[config.mk]
export PLATFORM = sky130hd
export DESIGN_NAME = appliance_fan_timer_controller_unit_flat
export DESIGN_NICKNAME = d
export VERILOG_FILES = /design/src/rtl/fatc_pkg.sv /design/src/rtl/fatc_ifs.sv /design/src/rtl/appliance_fan_timer_controller_unit.sv /design/src/rtl/fatc_regs.sv /design/src/rtl/fatc_core.sv /design/src/rtl/fatc_queue.sv /design/src/flat_wrapper.sv
export SDC_FILE = /design/constraint.sdc
export NUM_CORES = 1
export LEC_CHECK = 0
export ABC_AREA = 1
export ABC_CLOCK_PERIOD_IN_PS = 3800
export BUFFER_PORTS_ARGS = -buffer_cell sky130_fd_sc_hd__buf_2
export CORE_ASPECT_RATIO = 1.5
export CORE_MARGIN = 10
export CORE_UTILIZATION = 62
export CTS_BUF_LIST = sky130_fd_sc_hd__clkbuf_16
export DETAILED_ROUTE_END_ITERATION = 8
export PLACE_DENSITY = 0.82
export SLEW_MARGIN = 0
export SYNTH_ARGS = -nofsm -noshare
export SYNTH_HDL_FRONTEND = slang
export SYNTH_HIERARCHICAL = 1
export SYNTH_SLANG_ARGS = --single-unit
[constraint.sdc]
create_clock -name clk -period 3.8 [get_ports clk]
set_clock_uncertainty 0.05 [all_clocks]
set_input_delay 0.19 -clock clk [delete_from_list [all_inputs] [get_ports clk]]
set_output_delay 0.19 -clock clk [all_outputs]
set_load 0.1 [all_outputs]
[src/rtl/fatc_pkg.sv]
// Package for the fan timer controller: request, voice and report codes,
// configuration indexes and the structs shared by the datapath modules.
// No dependencies.
package fatc_pkg;

  localparam int CFG_IDX_W  = 3;
  localparam int CFG_DATA_W = 16;

  localparam logic [CFG_IDX_W-1:0] CFG_SECONDS_PER_HOUR = 3'd0;
  localparam logic [CFG_IDX_W-1:0] CFG_MAX_HOURS        = 3'd1;
  localparam logic [CFG_IDX_W-1:0] CFG_PWM_PERIOD       = 3'd2;
  localparam logic [CFG_IDX_W-1:0] CFG_DUTY_LOW         = 3'd3;
  localparam logic [CFG_IDX_W-1:0] CFG_DUTY_MEDIUM      = 3'd4;
  localparam logic [CFG_IDX_W-1:0] CFG_DUTY_HIGH        = 3'd5;

  localparam logic [15:0] RST_SECONDS_PER_HOUR = 16'd3600;
  localparam logic [7:0]  RST_MAX_HOURS        = 8'd24;
  localparam logic [7:0]  RST_PWM_PERIOD       = 8'd10;
  localparam logic [7:0]  RST_DUTY_LOW         = 8'd6;
  localparam logic [7:0]  RST_DUTY_MEDIUM      = 8'd8;
  localparam logic [7:0]  RST_DUTY_HIGH        = 8'd10;

  // Bit positions, shared by key samples and LED bits
  localparam int BIT_TIMER  = 0;
  localparam int BIT_FILTER = 1;
  localparam int BIT_POWER  = 2;
  localparam int BIT_FAN    = 3;

  localparam logic [3:0] LED_POWER_ONLY = 4'h4;

  typedef enum logic [2:0] {
    REQ_PWM    = 3'd0,
    REQ_SECOND = 3'd1,
    REQ_KEYS   = 3'd2,
    REQ_VOICE  = 3'd3,
    REQ_CLOUD  = 3'd4
  } req_kind_t;

  typedef enum logic [2:0] {
    VC_WAKE   = 3'd0,
    VC_ON     = 3'd1,
    VC_OFF    = 3'd2,
    VC_UP     = 3'd3,
    VC_DOWN   = 3'd4,
    VC_TIMER  = 3'd5,
    VC_FILTER = 3'd6,
    VC_IGNORE = 3'd7
  } voice_cmd_t;

  typedef enum logic [2:0] {
    REP_NONE      = 3'd0,
    REP_POWER     = 3'd1,
    REP_TIMER     = 3'd2,
    REP_INDICATOR = 3'd3,
    REP_FAN_LEVEL = 3'd4
  } rep_kind_t;

  typedef struct packed {
    logic [15:0] seconds_per_hour;
    logic [7:0]  max_hours;
    logic [7:0]  pwm_period;
    logic [7:0]  duty_low;
    logic [7:0]  duty_medium;
    logic [7:0]  duty_high;
  } cfg_t;

  typedef struct packed {
    logic        power;
    logic [3:0]  led;
    logic [1:0]  level;
    logic [7:0]  hours;
    logic [15:0] secs;
    logic [3:0]  prev_keys;
    logic [7:0]  phase;
    logic        pwm;
  } fan_state_t;

  typedef struct packed {
    rep_kind_t [2:0]  kind;
    logic [2:0][7:0]  val;
    logic [1:0]       n;
  } rep_set_t;

  // Everything one input item produces: state snapshot plus its report run
  typedef struct packed {
    logic [3:0]       led;
    logic [1:0]       level;
    logic [7:0]       hours;
    logic             fan_power;
    logic             pwm;
    rep_kind_t [2:0]  kind;
    logic [2:0][7:0]  val;
    logic [1:0]       count;
  } bundle_t;

  // Append one report; a full set drops further ones
  function automatic rep_set_t rep_push(rep_set_t r, rep_kind_t k, logic [7:0] v);
    rep_set_t o;
    o = r;
    case (r.n)
      2'd0: begin
        o.kind[0] = k;
        o.val[0]  = v;
        o.n       = 2'd1;
      end
      2'd1: begin
        o.kind[1] = k;
        o.val[1]  = v;
        o.n       = 2'd2;
      end
      2'd2: begin
        o.kind[2] = k;
        o.val[2]  = v;
        o.n       = 2'd3;
      end
      default: ;
    endcase
    return o;
  endfunction

endpackage

[src/rtl/fatc_ifs.sv]
// Channel interfaces for the fan timer controller: request, result and
// configuration write. Depends on fatc_pkg for the configuration widths.
interface fatc_req_if;
  logic       valid;
  logic       ready;
  logic [2:0] req_type;
  logic [3:0] key_level;
  logic [2:0] voice_cmd;
  logic       cloud_power;
  logic [7:0] cloud_hours;
  logic [7:0] cloud_fan_level;
  logic       cloud_indicator;

  modport source (output valid, req_type, key_level, voice_cmd, cloud_power,
                  cloud_hours, cloud_fan_level, cloud_indicator, input ready);
  modport sink (input valid, req_type, key_level, voice_cmd, cloud_power,
                cloud_hours, cloud_fan_level, cloud_indicator, output ready);
endinterface

interface fatc_res_if;
  logic       valid;
  logic       ready;
  logic [3:0] led_bits;
  logic [1:0] fan_level;
  logic [7:0] hours_left;
  logic       fan_power;
  logic       fan_pwm;
  logic [2:0] report_kind;
  logic [7:0] report_value;
  logic       last_result;

  modport source (output valid, led_bits, fan_level, hours_left, fan_power, fan_pwm,
                  report_kind, report_value, last_result, input ready);
  modport sink (input valid, led_bits, fan_level, hours_left, fan_power, fan_pwm,
                report_kind, report_value, last_result, output ready);
endinterface

interface fatc_cfg_if;
  logic                            valid;
  logic                            ready;
  logic [fatc_pkg::CFG_IDX_W-1:0]  index;
  logic [fatc_pkg::CFG_DATA_W-1:0] data;

  modport source (output valid, index, data, input ready);
  modport sink (input valid, index, data, output ready);
endinterface

[src/rtl/appliance_fan_timer_controller_unit.sv]
// Fan appliance controller: power, fan level, hour timer, filter LED, PWM.
// First result offered the cycle after the transfer into an empty queue.
// Throughput: one request per cycle while each yields one result taken at once;
// n reports from one request leave as n result transfers, and two waiting bundles stall requests.
// Reset (rst, synchronous, active high): state cleared, registers to defaults.
// Depends on fatc_pkg, fatc_ifs, fatc_regs, fatc_core and fatc_queue.
module appliance_fan_timer_controller_unit (
  input  logic     clk,
  input  logic     rst,
  fatc_cfg_if.sink cfg,
  fatc_req_if.sink req,
  fatc_res_if.source res
);
  import fatc_pkg::*;

  cfg_t    regs;
  bundle_t bundle;
  logic    q_full;
  logic    fire;

  // A request transfers whenever the queue has a free bundle slot,
  // independent of whether the current result is being taken.
  assign req.ready = !q_full;
  assign fire      = req.valid && req.ready;

  // Configuration: always ready, one write per transfer
  fatc_regs u_regs (
    .clk  (clk),
    .rst  (rst),
    .cfg  (cfg),
    .regs (regs)
  );

  // State update and report generation, all within the transfer cycle
  fatc_core u_core (
    .clk             (clk),
    .rst             (rst),
    .regs            (regs),
    .fire            (fire),
    .req_type        (req.req_type),
    .key_level       (req.key_level),
    .voice_cmd       (req.voice_cmd),
    .cloud_power     (req.cloud_power),
    .cloud_hours     (req.cloud_hours),
    .cloud_fan_level (req.cloud_fan_level),
    .cloud_indicator (req.cloud_indicator),
    .bundle          (bundle)
  );

  // Result bundles wait here and are split into result transfers
  fatc_queue u_queue (
    .clk       (clk),
    .rst       (rst),
    .push      (fire),
    .push_data (bundle),
    .full      (q_full),
    .res       (res)
  );

  // Empty result side means the queue has room
  a_ready_when_empty: assert property (@(posedge clk) disable iff (rst)
    !res.valid |-> req.ready)
    else $error("request stalled with empty result queue");

  // Fan drive implies power LED and a nonzero level
  a_fan_power_state: assert property (@(posedge clk) disable iff (rst)
    res.valid && res.fan_power |-> res.led_bits[BIT_POWER] && res.fan_level != 2'd0)
    else $error("fan driven while off or at level zero");

  // PWM high only while the fan is driven
  a_pwm_needs_power: assert property (@(posedge clk) disable iff (rst)
    res.valid && res.fan_pwm |-> res.fan_power)
    else $error("PWM high with fan disabled");

  // A result carrying no report is always alone in its run
  a_none_is_last: assert property (@(posedge clk) disable iff (rst)
    res.valid && res.report_kind == REP_NONE |-> res.last_result)
    else $error("empty report not marked last");

endmodule

[src/rtl/fatc_regs.sv]
// Configuration register file for the fan timer controller.
// Depends on fatc_pkg and fatc_cfg_if.
module fatc_regs (
  input  logic          clk,
  input  logic          rst,
  fatc_cfg_if.sink      cfg,
  output fatc_pkg::cfg_t regs
);
  import fatc_pkg::*;

  assign cfg.ready = 1'b1;

  always_ff @(posedge clk) begin
    if (rst) begin
      regs.seconds_per_hour <= RST_SECONDS_PER_HOUR;
      regs.max_hours        <= RST_MAX_HOURS;
      regs.pwm_period       <= RST_PWM_PERIOD;
      regs.duty_low         <= RST_DUTY_LOW;
      regs.duty_medium      <= RST_DUTY_MEDIUM;
      regs.duty_high        <= RST_DUTY_HIGH;
    end else if (cfg.valid) begin
      case (cfg.index)
        CFG_SECONDS_PER_HOUR: regs.seconds_per_hour <= cfg.data;
        CFG_MAX_HOURS:        regs.max_hours        <= cfg.data[7:0];
        CFG_PWM_PERIOD:       regs.pwm_period       <= cfg.data[7:0];
        CFG_DUTY_LOW:         regs.duty_low         <= cfg.data[7:0];
        CFG_DUTY_MEDIUM:      regs.duty_medium      <= cfg.data[7:0];
        CFG_DUTY_HIGH:        regs.duty_high        <= cfg.data[7:0];
        default: ;
      endcase
    end
  end

endmodule

[src/rtl/fatc_core.sv]
// Control state and next-state logic: one request in, new state and its
// report run out in the same cycle. Depends on fatc_pkg.
module fatc_core (
  input  logic              clk,
  input  logic              rst,
  input  fatc_pkg::cfg_t    regs,
  input  logic              fire,
  input  logic [2:0]        req_type,
  input  logic [3:0]        key_level,
  input  logic [2:0]        voice_cmd,
  input  logic              cloud_power,
  input  logic [7:0]        cloud_hours,
  input  logic [7:0]        cloud_fan_level,
  input  logic              cloud_indicator,
  output fatc_pkg::bundle_t bundle
);
  import fatc_pkg::*;

  fan_state_t st;
  fan_state_t st_next;
  rep_set_t   reps;

  function automatic fan_state_t go_on(fan_state_t s);
    fan_state_t o;
    o       = s;
    o.power = 1'b1;
    o.led   = LED_POWER_ONLY;
    o.level = 2'd0;
    o.hours = 8'd0;
    o.secs  = 16'd0;
    return o;
  endfunction

  function automatic fan_state_t go_off(fan_state_t s);
    fan_state_t o;
    o       = s;
    o.power = 1'b0;
    o.led   = 4'd0;
    o.level = 2'd0;
    o.hours = 8'd0;
    o.secs  = 16'd0;
    return o;
  endfunction

  // Step the hour setting, wrapping past the maximum
  function automatic fan_state_t timer_step(fan_state_t s, logic [7:0] max_h);
    fan_state_t o;
    o = s;
    if (s.hours < max_h) o.hours = s.hours + 8'd1;
    else o.hours = 8'd0;
    o.secs = 16'd0;
    o.led[BIT_TIMER] = (o.hours != 8'd0);
    return o;
  endfunction

  always_comb begin
    logic [3:0]  down;
    logic [15:0] sec_inc;
    logic [7:0]  hrs;
    logic [7:0]  duty;
    logic [7:0]  ph_inc;

    st_next = st;
    reps    = '0;
    down    = key_level & ~st.prev_keys;
    sec_inc = st.secs + 16'd1;
    hrs     = (cloud_hours > regs.max_hours) ? regs.max_hours : cloud_hours;
    ph_inc  = st.phase + 8'd1;
    case (st.level)
      2'd1:    duty = regs.duty_low;
      2'd2:    duty = regs.duty_medium;
      default: duty = regs.duty_high;
    endcase

    case (req_type)
      REQ_PWM: begin
        if (!(st.power && st.level != 2'd0)) begin
          st_next.phase = 8'd0;
          st_next.pwm   = 1'b0;
        end else begin
          st_next.pwm   = (st.phase < duty);
          st_next.phase = (ph_inc >= regs.pwm_period) ? 8'd0 : ph_inc;
        end
      end
      REQ_SECOND: begin
        if (st.hours != 8'd0) begin
          st_next.secs = sec_inc;
          if (sec_inc >= regs.seconds_per_hour) begin
            st_next.secs  = 16'd0;
            st_next.hours = st.hours - 8'd1;
            if (st.hours == 8'd1) begin
              st_next.power = 1'b0;
              st_next.led   = 4'd0;
              st_next.level = 2'd0;
              reps = rep_push(reps, REP_POWER, 8'd0);
              reps = rep_push(reps, REP_TIMER, 8'd0);
            end else begin
              reps = rep_push(reps, REP_TIMER, st.hours - 8'd1);
            end
          end
        end
      end
      REQ_KEYS: begin
        st_next.prev_keys = key_level;
        if (down[BIT_POWER]) begin
          if (st.power) begin
            st_next = go_off(st_next);
            reps = rep_push(reps, REP_POWER, 8'd0);
          end else begin
            st_next = go_on(st_next);
            reps = rep_push(reps, REP_POWER, 8'd1);
          end
        end else if (st.power) begin
          if (down[BIT_TIMER]) begin
            st_next = timer_step(st_next, regs.max_hours);
            reps = rep_push(reps, REP_TIMER, st_next.hours);
          end
          if (down[BIT_FILTER]) begin
            st_next.led[BIT_FILTER] = ~st_next.led[BIT_FILTER];
            reps = rep_push(reps, REP_INDICATOR, {7'd0, st_next.led[BIT_FILTER]});
          end
          if (down[BIT_FAN]) begin
            st_next.level = st_next.level + 2'd1;
            st_next.led[BIT_FAN] = (st_next.level != 2'd0);
            reps = rep_push(reps, REP_FAN_LEVEL, {6'd0, st_next.level});
          end
        end
      end
      REQ_VOICE: begin
        case (voice_cmd)
          VC_ON: begin
            if (!st.power) begin
              st_next = go_on(st);
              reps = rep_push(reps, REP_POWER, 8'd1);
            end
          end
          VC_OFF: begin
            st_next = go_off(st);
            reps = rep_push(reps, REP_POWER, 8'd0);
          end
          VC_UP: begin
            if (st.power) begin
              if (st.level != 2'd3) st_next.level = st.level + 2'd1;
              if (st_next.level != 2'd0) st_next.led[BIT_FAN] = 1'b1;
              reps = rep_push(reps, REP_FAN_LEVEL, {6'd0, st_next.level});
            end
          end
          VC_DOWN: begin
            if (st.power) begin
              if (st.level != 2'd0) st_next.level = st.level - 2'd1;
              if (st_next.level == 2'd0) st_next.led[BIT_FAN] = 1'b0;
              reps = rep_push(reps, REP_FAN_LEVEL, {6'd0, st_next.level});
            end
          end
          VC_TIMER: begin
            if (st.power) begin
              st_next = timer_step(st, regs.max_hours);
              reps = rep_push(reps, REP_TIMER, st_next.hours);
            end
          end
          VC_FILTER: begin
            if (st.power) begin
              st_next.led[BIT_FILTER] = ~st.led[BIT_FILTER];
              reps = rep_push(reps, REP_INDICATOR, {7'd0, st_next.led[BIT_FILTER]});
            end
          end
          default: ;
        endcase
      end
      REQ_CLOUD: begin
        if (cloud_power && !st.power) st_next = go_on(st);
        else if (!cloud_power && st.power) st_next = go_off(st);
        if (st_next.power) begin
          st_next.hours = hrs;
          st_next.secs  = 16'd0;
          st_next.led[BIT_TIMER] = (hrs != 8'd0);
          st_next.level = (cloud_fan_level > 8'd3) ? 2'd0 : cloud_fan_level[1:0];
          st_next.led[BIT_FAN]    = (st_next.level != 2'd0);
          st_next.led[BIT_FILTER] = cloud_indicator;
        end
      end
      default: ;
    endcase

    // PWM output is forced low whenever the fan is not driven
    if (!(st_next.power && st_next.level != 2'd0)) st_next.pwm = 1'b0;
  end

  always_ff @(posedge clk) begin
    if (rst) begin
      st <= '0;
    end else if (fire) begin
      st <= st_next;
    end
  end

  assign bundle.led       = st_next.led;
  assign bundle.level     = st_next.level;
  assign bundle.hours     = st_next.hours;
  assign bundle.fan_power = st_next.power && (st_next.level != 2'd0);
  assign bundle.pwm       = st_next.pwm;
  assign bundle.kind      = reps.kind;
  assign bundle.val       = reps.val;
  assign bundle.count     = (reps.n == 2'd0) ? 2'd1 : reps.n;

endmodule

[src/rtl/fatc_queue.sv]
// Two-entry result queue that splits each stored bundle into its run of
// result transfers. Depends on fatc_pkg and fatc_res_if.
module fatc_queue (
  input  logic              clk,
  input  logic              rst,
  input  logic              push,
  input  fatc_pkg::bundle_t push_data,
  output logic              full,
  fatc_res_if.source        res
);
  import fatc_pkg::*;

  bundle_t    q [2];
  logic       wp;
  logic       rp;
  logic [1:0] fill;
  logic [1:0] sub;
  bundle_t    head;
  logic       last;
  logic       pop;

  assign head = q[rp];
  assign last = (sub == head.count - 2'd1);
  assign pop  = res.valid && res.ready && last;
  assign full = (fill == 2'd2);

  assign res.valid        = (fill != 2'd0);
  assign res.led_bits     = head.led;
  assign res.fan_level    = head.level;
  assign res.hours_left   = head.hours;
  assign res.fan_power    = head.fan_power;
  assign res.fan_pwm      = head.pwm;
  assign res.last_result  = last;

  always_comb begin
    case (sub)
      2'd1: begin
        res.report_kind  = head.kind[1];
        res.report_value = head.val[1];
      end
      2'd2: begin
        res.report_kind  = head.kind[2];
        res.report_value = head.val[2];
      end
      default: begin
        res.report_kind  = head.kind[0];
        res.report_value = head.val[0];
      end
    endcase
  end

  always_ff @(posedge clk) begin
    if (push) q[wp] <= push_data;
  end

  always_ff @(posedge clk) begin
    if (rst) begin
      wp   <= 1'b0;
      rp   <= 1'b0;
      fill <= 2'd0;
      sub  <= 2'd0;
    end else begin
      if (push) wp <= ~wp;
      if (pop) rp <= ~rp;
      fill <= fill + {1'b0, push} - {1'b0, pop};
      if (pop) sub <= 2'd0;
      else if (res.valid && res.ready) sub <= sub + 2'd1;
    end
  end

endmodule
[src/flat_wrapper.sv]
// flat-port wrapper written by rule: the top's interface ports become plain ports
module appliance_fan_timer_controller_unit_flat import fatc_pkg::*;
  (clk, rst, cfg_valid, cfg_index, cfg_data, cfg_ready, req_valid, req_req_type, req_key_level, req_voice_cmd, req_cloud_power, req_cloud_hours, req_cloud_fan_level, req_cloud_indicator, req_ready, res_valid, res_led_bits, res_fan_level, res_hours_left, res_fan_power, res_fan_pwm, res_report_kind, res_report_value, res_last_result, res_ready);
  fatc_cfg_if cfg_i ();
  fatc_req_if req_i ();
  fatc_res_if res_i ();
  input  logic clk;
  input  logic rst;
  input wire logic [$bits(cfg_i.valid)-1:0] cfg_valid;
  input wire logic [$bits(cfg_i.index)-1:0] cfg_index;
  input wire logic [$bits(cfg_i.data)-1:0] cfg_data;
  output wire logic [$bits(cfg_i.ready)-1:0] cfg_ready;
  input wire logic [$bits(req_i.valid)-1:0] req_valid;
  input wire logic [$bits(req_i.req_type)-1:0] req_req_type;
  input wire logic [$bits(req_i.key_level)-1:0] req_key_level;
  input wire logic [$bits(req_i.voice_cmd)-1:0] req_voice_cmd;
  input wire logic [$bits(req_i.cloud_power)-1:0] req_cloud_power;
  input wire logic [$bits(req_i.cloud_hours)-1:0] req_cloud_hours;
  input wire logic [$bits(req_i.cloud_fan_level)-1:0] req_cloud_fan_level;
  input wire logic [$bits(req_i.cloud_indicator)-1:0] req_cloud_indicator;
  output wire logic [$bits(req_i.ready)-1:0] req_ready;
  output wire logic [$bits(res_i.valid)-1:0] res_valid;
  output wire logic [$bits(res_i.led_bits)-1:0] res_led_bits;
  output wire logic [$bits(res_i.fan_level)-1:0] res_fan_level;
  output wire logic [$bits(res_i.hours_left)-1:0] res_hours_left;
  output wire logic [$bits(res_i.fan_power)-1:0] res_fan_power;
  output wire logic [$bits(res_i.fan_pwm)-1:0] res_fan_pwm;
  output wire logic [$bits(res_i.report_kind)-1:0] res_report_kind;
  output wire logic [$bits(res_i.report_value)-1:0] res_report_value;
  output wire logic [$bits(res_i.last_result)-1:0] res_last_result;
  input wire logic [$bits(res_i.ready)-1:0] res_ready;
  assign cfg_i.valid = cfg_valid;
  assign cfg_i.index = cfg_index;
  assign cfg_i.data = cfg_data;
  assign cfg_ready = cfg_i.ready;
  assign req_i.valid = req_valid;
  assign req_i.req_type = req_req_type;
  assign req_i.key_level = req_key_level;
  assign req_i.voice_cmd = req_voice_cmd;
  assign req_i.cloud_power = req_cloud_power;
  assign req_i.cloud_hours = req_cloud_hours;
  assign req_i.cloud_fan_level = req_cloud_fan_level;
  assign req_i.cloud_indicator = req_cloud_indicator;
  assign req_ready = req_i.ready;
  assign res_valid = res_i.valid;
  assign res_led_bits = res_i.led_bits;
  assign res_fan_level = res_i.fan_level;
  assign res_hours_left = res_i.hours_left;
  assign res_fan_power = res_i.fan_power;
  assign res_fan_pwm = res_i.fan_pwm;
  assign res_report_kind = res_i.report_kind;
  assign res_report_value = res_i.report_value;
  assign res_last_result = res_i.last_result;
  assign res_i.ready = res_ready;
  appliance_fan_timer_controller_unit u_core (.clk(clk), .rst(rst), .cfg(cfg_i), .req(req_i), .res(res_i));
endmodule
# Word level (Yosys, flattened, before mapping)
# Memories as Yosys holds them, arrays and structs flattened. A register that Yosys moved wholly into a read port is not among the register bits.
# Cells that the tools add are included.
[op_classes] order_cmp=6 add_sub_neg=11 n_reduce_logical=38 n_bitwise=9 n_eq_ne=36 muxes=111
[op_table] operator="$mux W35" count=13
[op_table] operator="$mux W44" count=10
[op_table] operator="$pmux W29 S6" count=1
[op_table] operator="$mux W8" count=17
[op_table] operator="$pmux W31 S4" count=1
[op_table] operator="$mux W28" count=4
[op_table] operator="$pmux W37 S3" count=1
[op_table] operator="$pmux W35 S3" count=1
[op_table] operator="$mux W31" count=2
[op_table] operator="$mux W29" count=2
[op_table] operator="$mux W43" count=1
[op_table] operator="$mux W10" count=4
[op_table] operator="$mux W40" count=1
[op_table] operator="$pmux W9 S4" count=1
[op_table] operator="$mux W2" count=16
[op_table] operator="$pmux W8 S2" count=2
[op_table] operator="$reduce_bool A8 Y1" count=4
[op_table] operator="$mux W27" count=1
[op_table] operator="$mux W3" count=7
[op_table] operator="$eq A3 B2 Y1 const B" count=6
[op_table] operator="$eq A3 B3 Y1 const B" count=6
[op_table] operator="$pmux W2 S3" count=3
[op_table] operator="$add A16 B1 Y16 const B" count=1
[op_table] operator="$add A8 B1 Y8 const B" count=2
[op_table] operator="other kinds (42)" count=104
[totals] output_inout_bits=31 wordCells=230 mem_count=1 inputBits=52 ram_bits=102 regBits=106
[mem_list] name="u_core.u_queue.q" words=2 width=51 read_ports=1 rd_ports_with_merged_regs=1 wr=1 line="fatc_queue.sv:13" text="bundle_t q [2];"

# Depth between registers and ports, before layout
[logic_depth] ltp_word=25 depth_mapped=22 mapped_depth_nobuf=21

# Cells and area by module
# The synthesis kept the hierarchy.
[by_module_without_submodules] mod="fatc_core" area_per_inst_um2=6019.5 cells_per_inst=1008 seq_area_each_um2=880.8 instances=1
[by_module_without_submodules] mod="fatc_queue" area_per_inst_um2=4262.8 cells_per_inst=330 seq_area_each_um2=3203.1 instances=1
[by_module_without_submodules] mod="fatc_regs" area_per_inst_um2=2362.3 cells_per_inst=324 seq_area_each_um2=1121.1 instances=1
[by_module_without_submodules] mod="appliance_fan_timer_controller_unit" area_per_inst_um2=13.8 cells_per_inst=3 seq_area_each_um2=0.0 instances=1

# Worst setup path before layout
# OpenSTA, ideal clock, no wires.
[synth_timing] kind="register -> register" startpoint="register u_core.u_queue.fill[1]" endpoint="memory u_core/u_queue/q[0][0] (netlist name), enable pin" path_buffers=0 arrival_ps=2790 slack_ps=499 stages_incl_launch_ff=6 required_ps=3290 synth_period_minus_slack_ps=3301 setup_ps=460 cell_sequence="dfxtp_1 -> inv_1 -> nor2_1 -> nor2_2 -> inv_1 -> nor2_1"
[synth_via] elab_chain_len=5
[synth_lines] item="start, declared" line="fatc_queue.sv:16" text="logic [1:0] fill;"
[synth_lines] item="start signal, assigned" line="fatc_queue.sv:65" text="fill <= fill + {1'b0, push} - {1'b0, pop};"
[synth_lines] item="$eq A2 B2 Y1" line="fatc_queue.sv:25" text="assign full = (fill == 2'd2);"
[synth_lines] item="net u_core.q_full" line="appliance_fan_timer_controller_unit.sv:18" text="logic q_full;"
[synth_lines] item="$logic_not A1 Y1" line="appliance_fan_timer_controller_unit.sv:23" text="assign req.ready = !q_full;"
[synth_lines] item="$logic_and A1 B1 Y1" line="appliance_fan_timer_controller_unit.sv:24" text="assign fire = req.valid && req.ready;"
[synth_lines] item="net u_core.fire" line="appliance_fan_timer_controller_unit.sv:19" text="logic fire;"
[synth_lines] item="$mux W1" line="fatc_queue.sv:53" text="if (push) q[wp] <= push_data;"
[synth_lines] item="$mux W1 (not written as such)" line="fatc_queue.sv:53"
[synth_lines] item="end, declared" line="fatc_queue.sv:13"
# The timed path passes the listed nets, and every way through them passes these cells.

==> flow_summary.ini <==
[yosys]
synth.distinct_cells = 53
syn_inst = 1665
synthesis.area_mm2 = 0.0127
synth_ff_type = dfxtp_1
ys_warn_count = 6
synth-edff-count = 102
synthArstFlopShare = 0
synth-seq-area-share = 0.411
synth-seq-cells = 209
syn-mean-instance-area_um2 = 7.60

[die]
fp.dieW_um = 137
rows = 64
fp.dieArea_mm2 = 0.0266
start_util = 0.625
core_mm2 = 0.0203
pin_count = 83
dieHeight_um = 195

[timing]
timing.slew.headroom = 0.444
slew_violations = 0
rsz0062_at_grt = yes
finalHoldViolations = 0
period_needed_ps = 3520
hold-worst-slack_ps = 11.0
fin_setup_tns_ps = 0
fmax_mhz = 284
tightest_slew_ps = 833
setup_viol = 0
fin_crit_sh = 0.926

[outcome]
status = completed

[power]
switching_share = 0.437
p_switching_uw = 3480
share_comb_of_total_power = 0.393
total_leakage_power_uw = 0.00633
irDropWorstVdd_mv = 0.428
power-per-cell-area_mw_per_mm2 = 571
p_int_uw = 4490
clkPwrFrac = 0.255
seq_power_share = 0.352

[drt]
wire_per_inst_um = 17.4
dr.first_iter.drc_count = 891
drtPass1Iterations = 5
vias = 11353
drc = 0
routed_wl_um = 35000
ant_nets = 0
vias_per_cell = 5.65

[global_route]
antenna_found_initial = 0
grt_max_degree = 46
grt_pass1_vias = 11159
grt-ovfl-total = 0
grt_use_total = 0.258
grt_pass1_wl_um = 55500

[cells_and_area]
nFillCells = 1686
layout_commonest_cell = nand2_1
layoutNonFillerInstCount = 2010
nets = 1854
syn_to_final_growth_pct = 10.3
diodes = 0
most-common-layout-cells = 367 x nand2_1, 208 x nor2_1, 189 x inv_1
drive_above_1_share = 0.133

[cts]
root_buffer = clkbuf_16
clock_path_buffers = 3
cts.sinks = 209
cts_buffers = 20
insertion_delay_ps = 510
clk_pin_slew_ps = 70
cts_tree = done
h-tree-depth = 1

[min_path]
hold_class = in -> reg

[placement]
place_hpwl_um = 25900
portBuffers = 81
dpl.cell_count = 1957
gp_congestion = 0.990

[worst_setup_path]
critPathArrivalTime_ps = 3720
cp_max_fo = 9
ff2ff_path_depth = 22
r2r-start = u_core/u_core/st[13]$_SDFFE_PP0P_
critPathTopFamily = simple AND/OR/NAND/NOR gates
cp-end-kind = flop
path_depth = 22
max_stage_delay_ps = 370
cp-endpoint = u_core/u_queue/q[1][35]$_DFFE_PP_
cp_common_cell = nand2_1
reg2reg_slack_ps = 280
crit_type = reg -> reg
crit_required_ps = 4000
worstPathCellList = ha_1 > nand2_1 > nor2_2 > nand3_1 > nor3_2 > nand3_2 > nor2_2 > nand3_1 > xnor2_1 > ha_1 > nand2_1 > nor3_2 > nand3_1 > nand3_2 > buf_4 > nand3_1 > nand2_1 > nand2_1 > nand2_1 > nand2_1 > nand3_1 > inv_1
crit_start = u_core/u_core/st[13]$_SDFFE_PP0P_
critPathLaunchType = flop
worst_path_max_delay_cell = dfxtp_2
critPathBufInv = 2
rr_endpoint = u_core/u_queue/q[1][35]$_DFFE_PP_

[job]
timing.max_cap.violations = 0
-- routing by layer --
metal	share of wire	global-route usage
met1	0.36	0.275
met2	0.52	0.468
met3	0.057	0.0311
met4	0.059	0.152
met5	0	0
-- power groups by stage --
stage | Clock (µW) | Sequential [µW] | Combinational, µW
3_3_place_gp | 0 | 2840 | 3040
2_1_floorplan | 0 | 2800 | 2480
5_1_grt | 2160 | 2830 | 3340
6_report | 2030 | 2810 | 3130
3_5_place_dp | 0 | 2850 | 3080
4_1_cts | 2060 | 2810 | 3110
-- cell families (layout without fill, tap and decap cells) --
family	Yosys count	after routing	synth area share
and+or+nand+nor	805	805	0.281
buffers and inverters	294	362	0.103
AOI/OAI and AO/OA	255	255	0.114
DFF	209	209	0.411
adders and majority gates	70	70	0.0692
xor gates and xnor gates	30	30	0.0214
other	2	15	0.000593
-- final cells by class --
class                      count  area, µm²  share of cell area
clock inverter                14        113             0.00806
timing repair buffer         117        728              0.0522
inverter                     209        790              0.0565
tap                          264        330              0.0237
multi-input combinational   1175       6250               0.447
sequential                   209       5210               0.373
clock buffer                  22        551              0.0394
-- worst register-to-register path: cells and delay by family (launching register included) --
kind / cells / cell delay, ps
buffers and inverters: 2 / 230
DFF: 1 / 370
and+or+nand+nor: 17 / 1970
adders and majority gates: 2 / 490
xor gates and xnor gates: 1 / 160
-- timing repair --
action	in CTS	in global routing
endpoints found under the setup margin	2	87
pin swaps	0	3
resized for setup	1	14
hold endpoints to repair	22	0
hold buffers	16	0
setup buffers	0	1
-- synth_stat cells (5+ instances only) --
| cell type | number | area [µm²] |
|---|---|---|
| nand2_1 | 371 | 1390 |
| nor2_1 | 212 | 796 |
| inv_1 | 185 | 694 |
| nand3_1 | 126 | 631 |
| dfxtp_1 | 107 | 2140 |
| edfxtp_1 | 102 | 3060 |
| o21ai_0 | 97 | 485 |
| a21oi_1 | 85 | 425 |
| ha_1 | 70 | 876 |
| buf_4 | 39 | 293 |
| o22ai_1 | 26 | 163 |
| xor2_1 | 24 | 210 |
| nor2_2 | 23 | 144 |
| clkbuf_1 | 20 | 75.1 |
| inv_2 | 20 | 75.1 |
| buf_2 | 19 | 95.1 |
| nor3_1 | 16 | 80.1 |
| nor2_4 | 12 | 135 |
| nand4_1 | 11 | 68.8 |
| o211ai_1 | 9 | 67.6 |
| nand2_2 | 8 | 50.1 |
| o21ai_1 | 7 | 35.0 |
| a22oi_1 | 6 | 45.0 |
| nor3_2 | 5 | 50.1 |
| xnor2_1 | 5 | 43.8 |
-- flip-flops by register name (all words and copies together), names as in the netlist, named ones only --
name / cells
u_core/u_core/st: 44
u_core/u_queue/q: 102
u_core/u_queue/sub: 2
u_core/u_queue/wp: 1
u_core/u_queue/rp: 1
u_core/u_regs/regs: 56
u_core/u_queue/fill: 2
-- metrics by stage --
step,instance area [µm²],total power (µW),util,setup WS (ps)
after detailed placement,13100,5940,0.645,27.6
after global placement,13100,5890,0.645,203
after global routing,14000,8330,0.689,-35.4
after floorplan,12700,5280,-,499
final,14000,7970,0.689,283
after CTS,13900,7970,0.686,51.2
-- worst min-delay path by stage --
stage | from | to | slack (ps) | depth (start not counted)
5_1_grt | req_valid | u_core/u_queue/wp$_SDFFE_PP0P_ | 40 | 5
3_3_place_gp | cfg_data[9] | u_core/u_regs/regs[49]$_SDFFE_PP1P_ | 340 | 3
2_1_floorplan | rst | u_core/u_queue/fill[0]$_SDFF_PP0_ | 210 | 1
4_1_cts | res_ready | u_core/u_queue/sub[0]$_SDFFE_PP0P_ | 2 | 4
3_5_place_dp | cfg_data[9] | u_core/u_regs/regs[49]$_SDFFE_PP1P_ | 340 | 3
6_report | res_ready | u_core/u_queue/sub[0]$_SDFFE_PP0P_ | 10 | 4
Power figures use the tool's default switching activity.
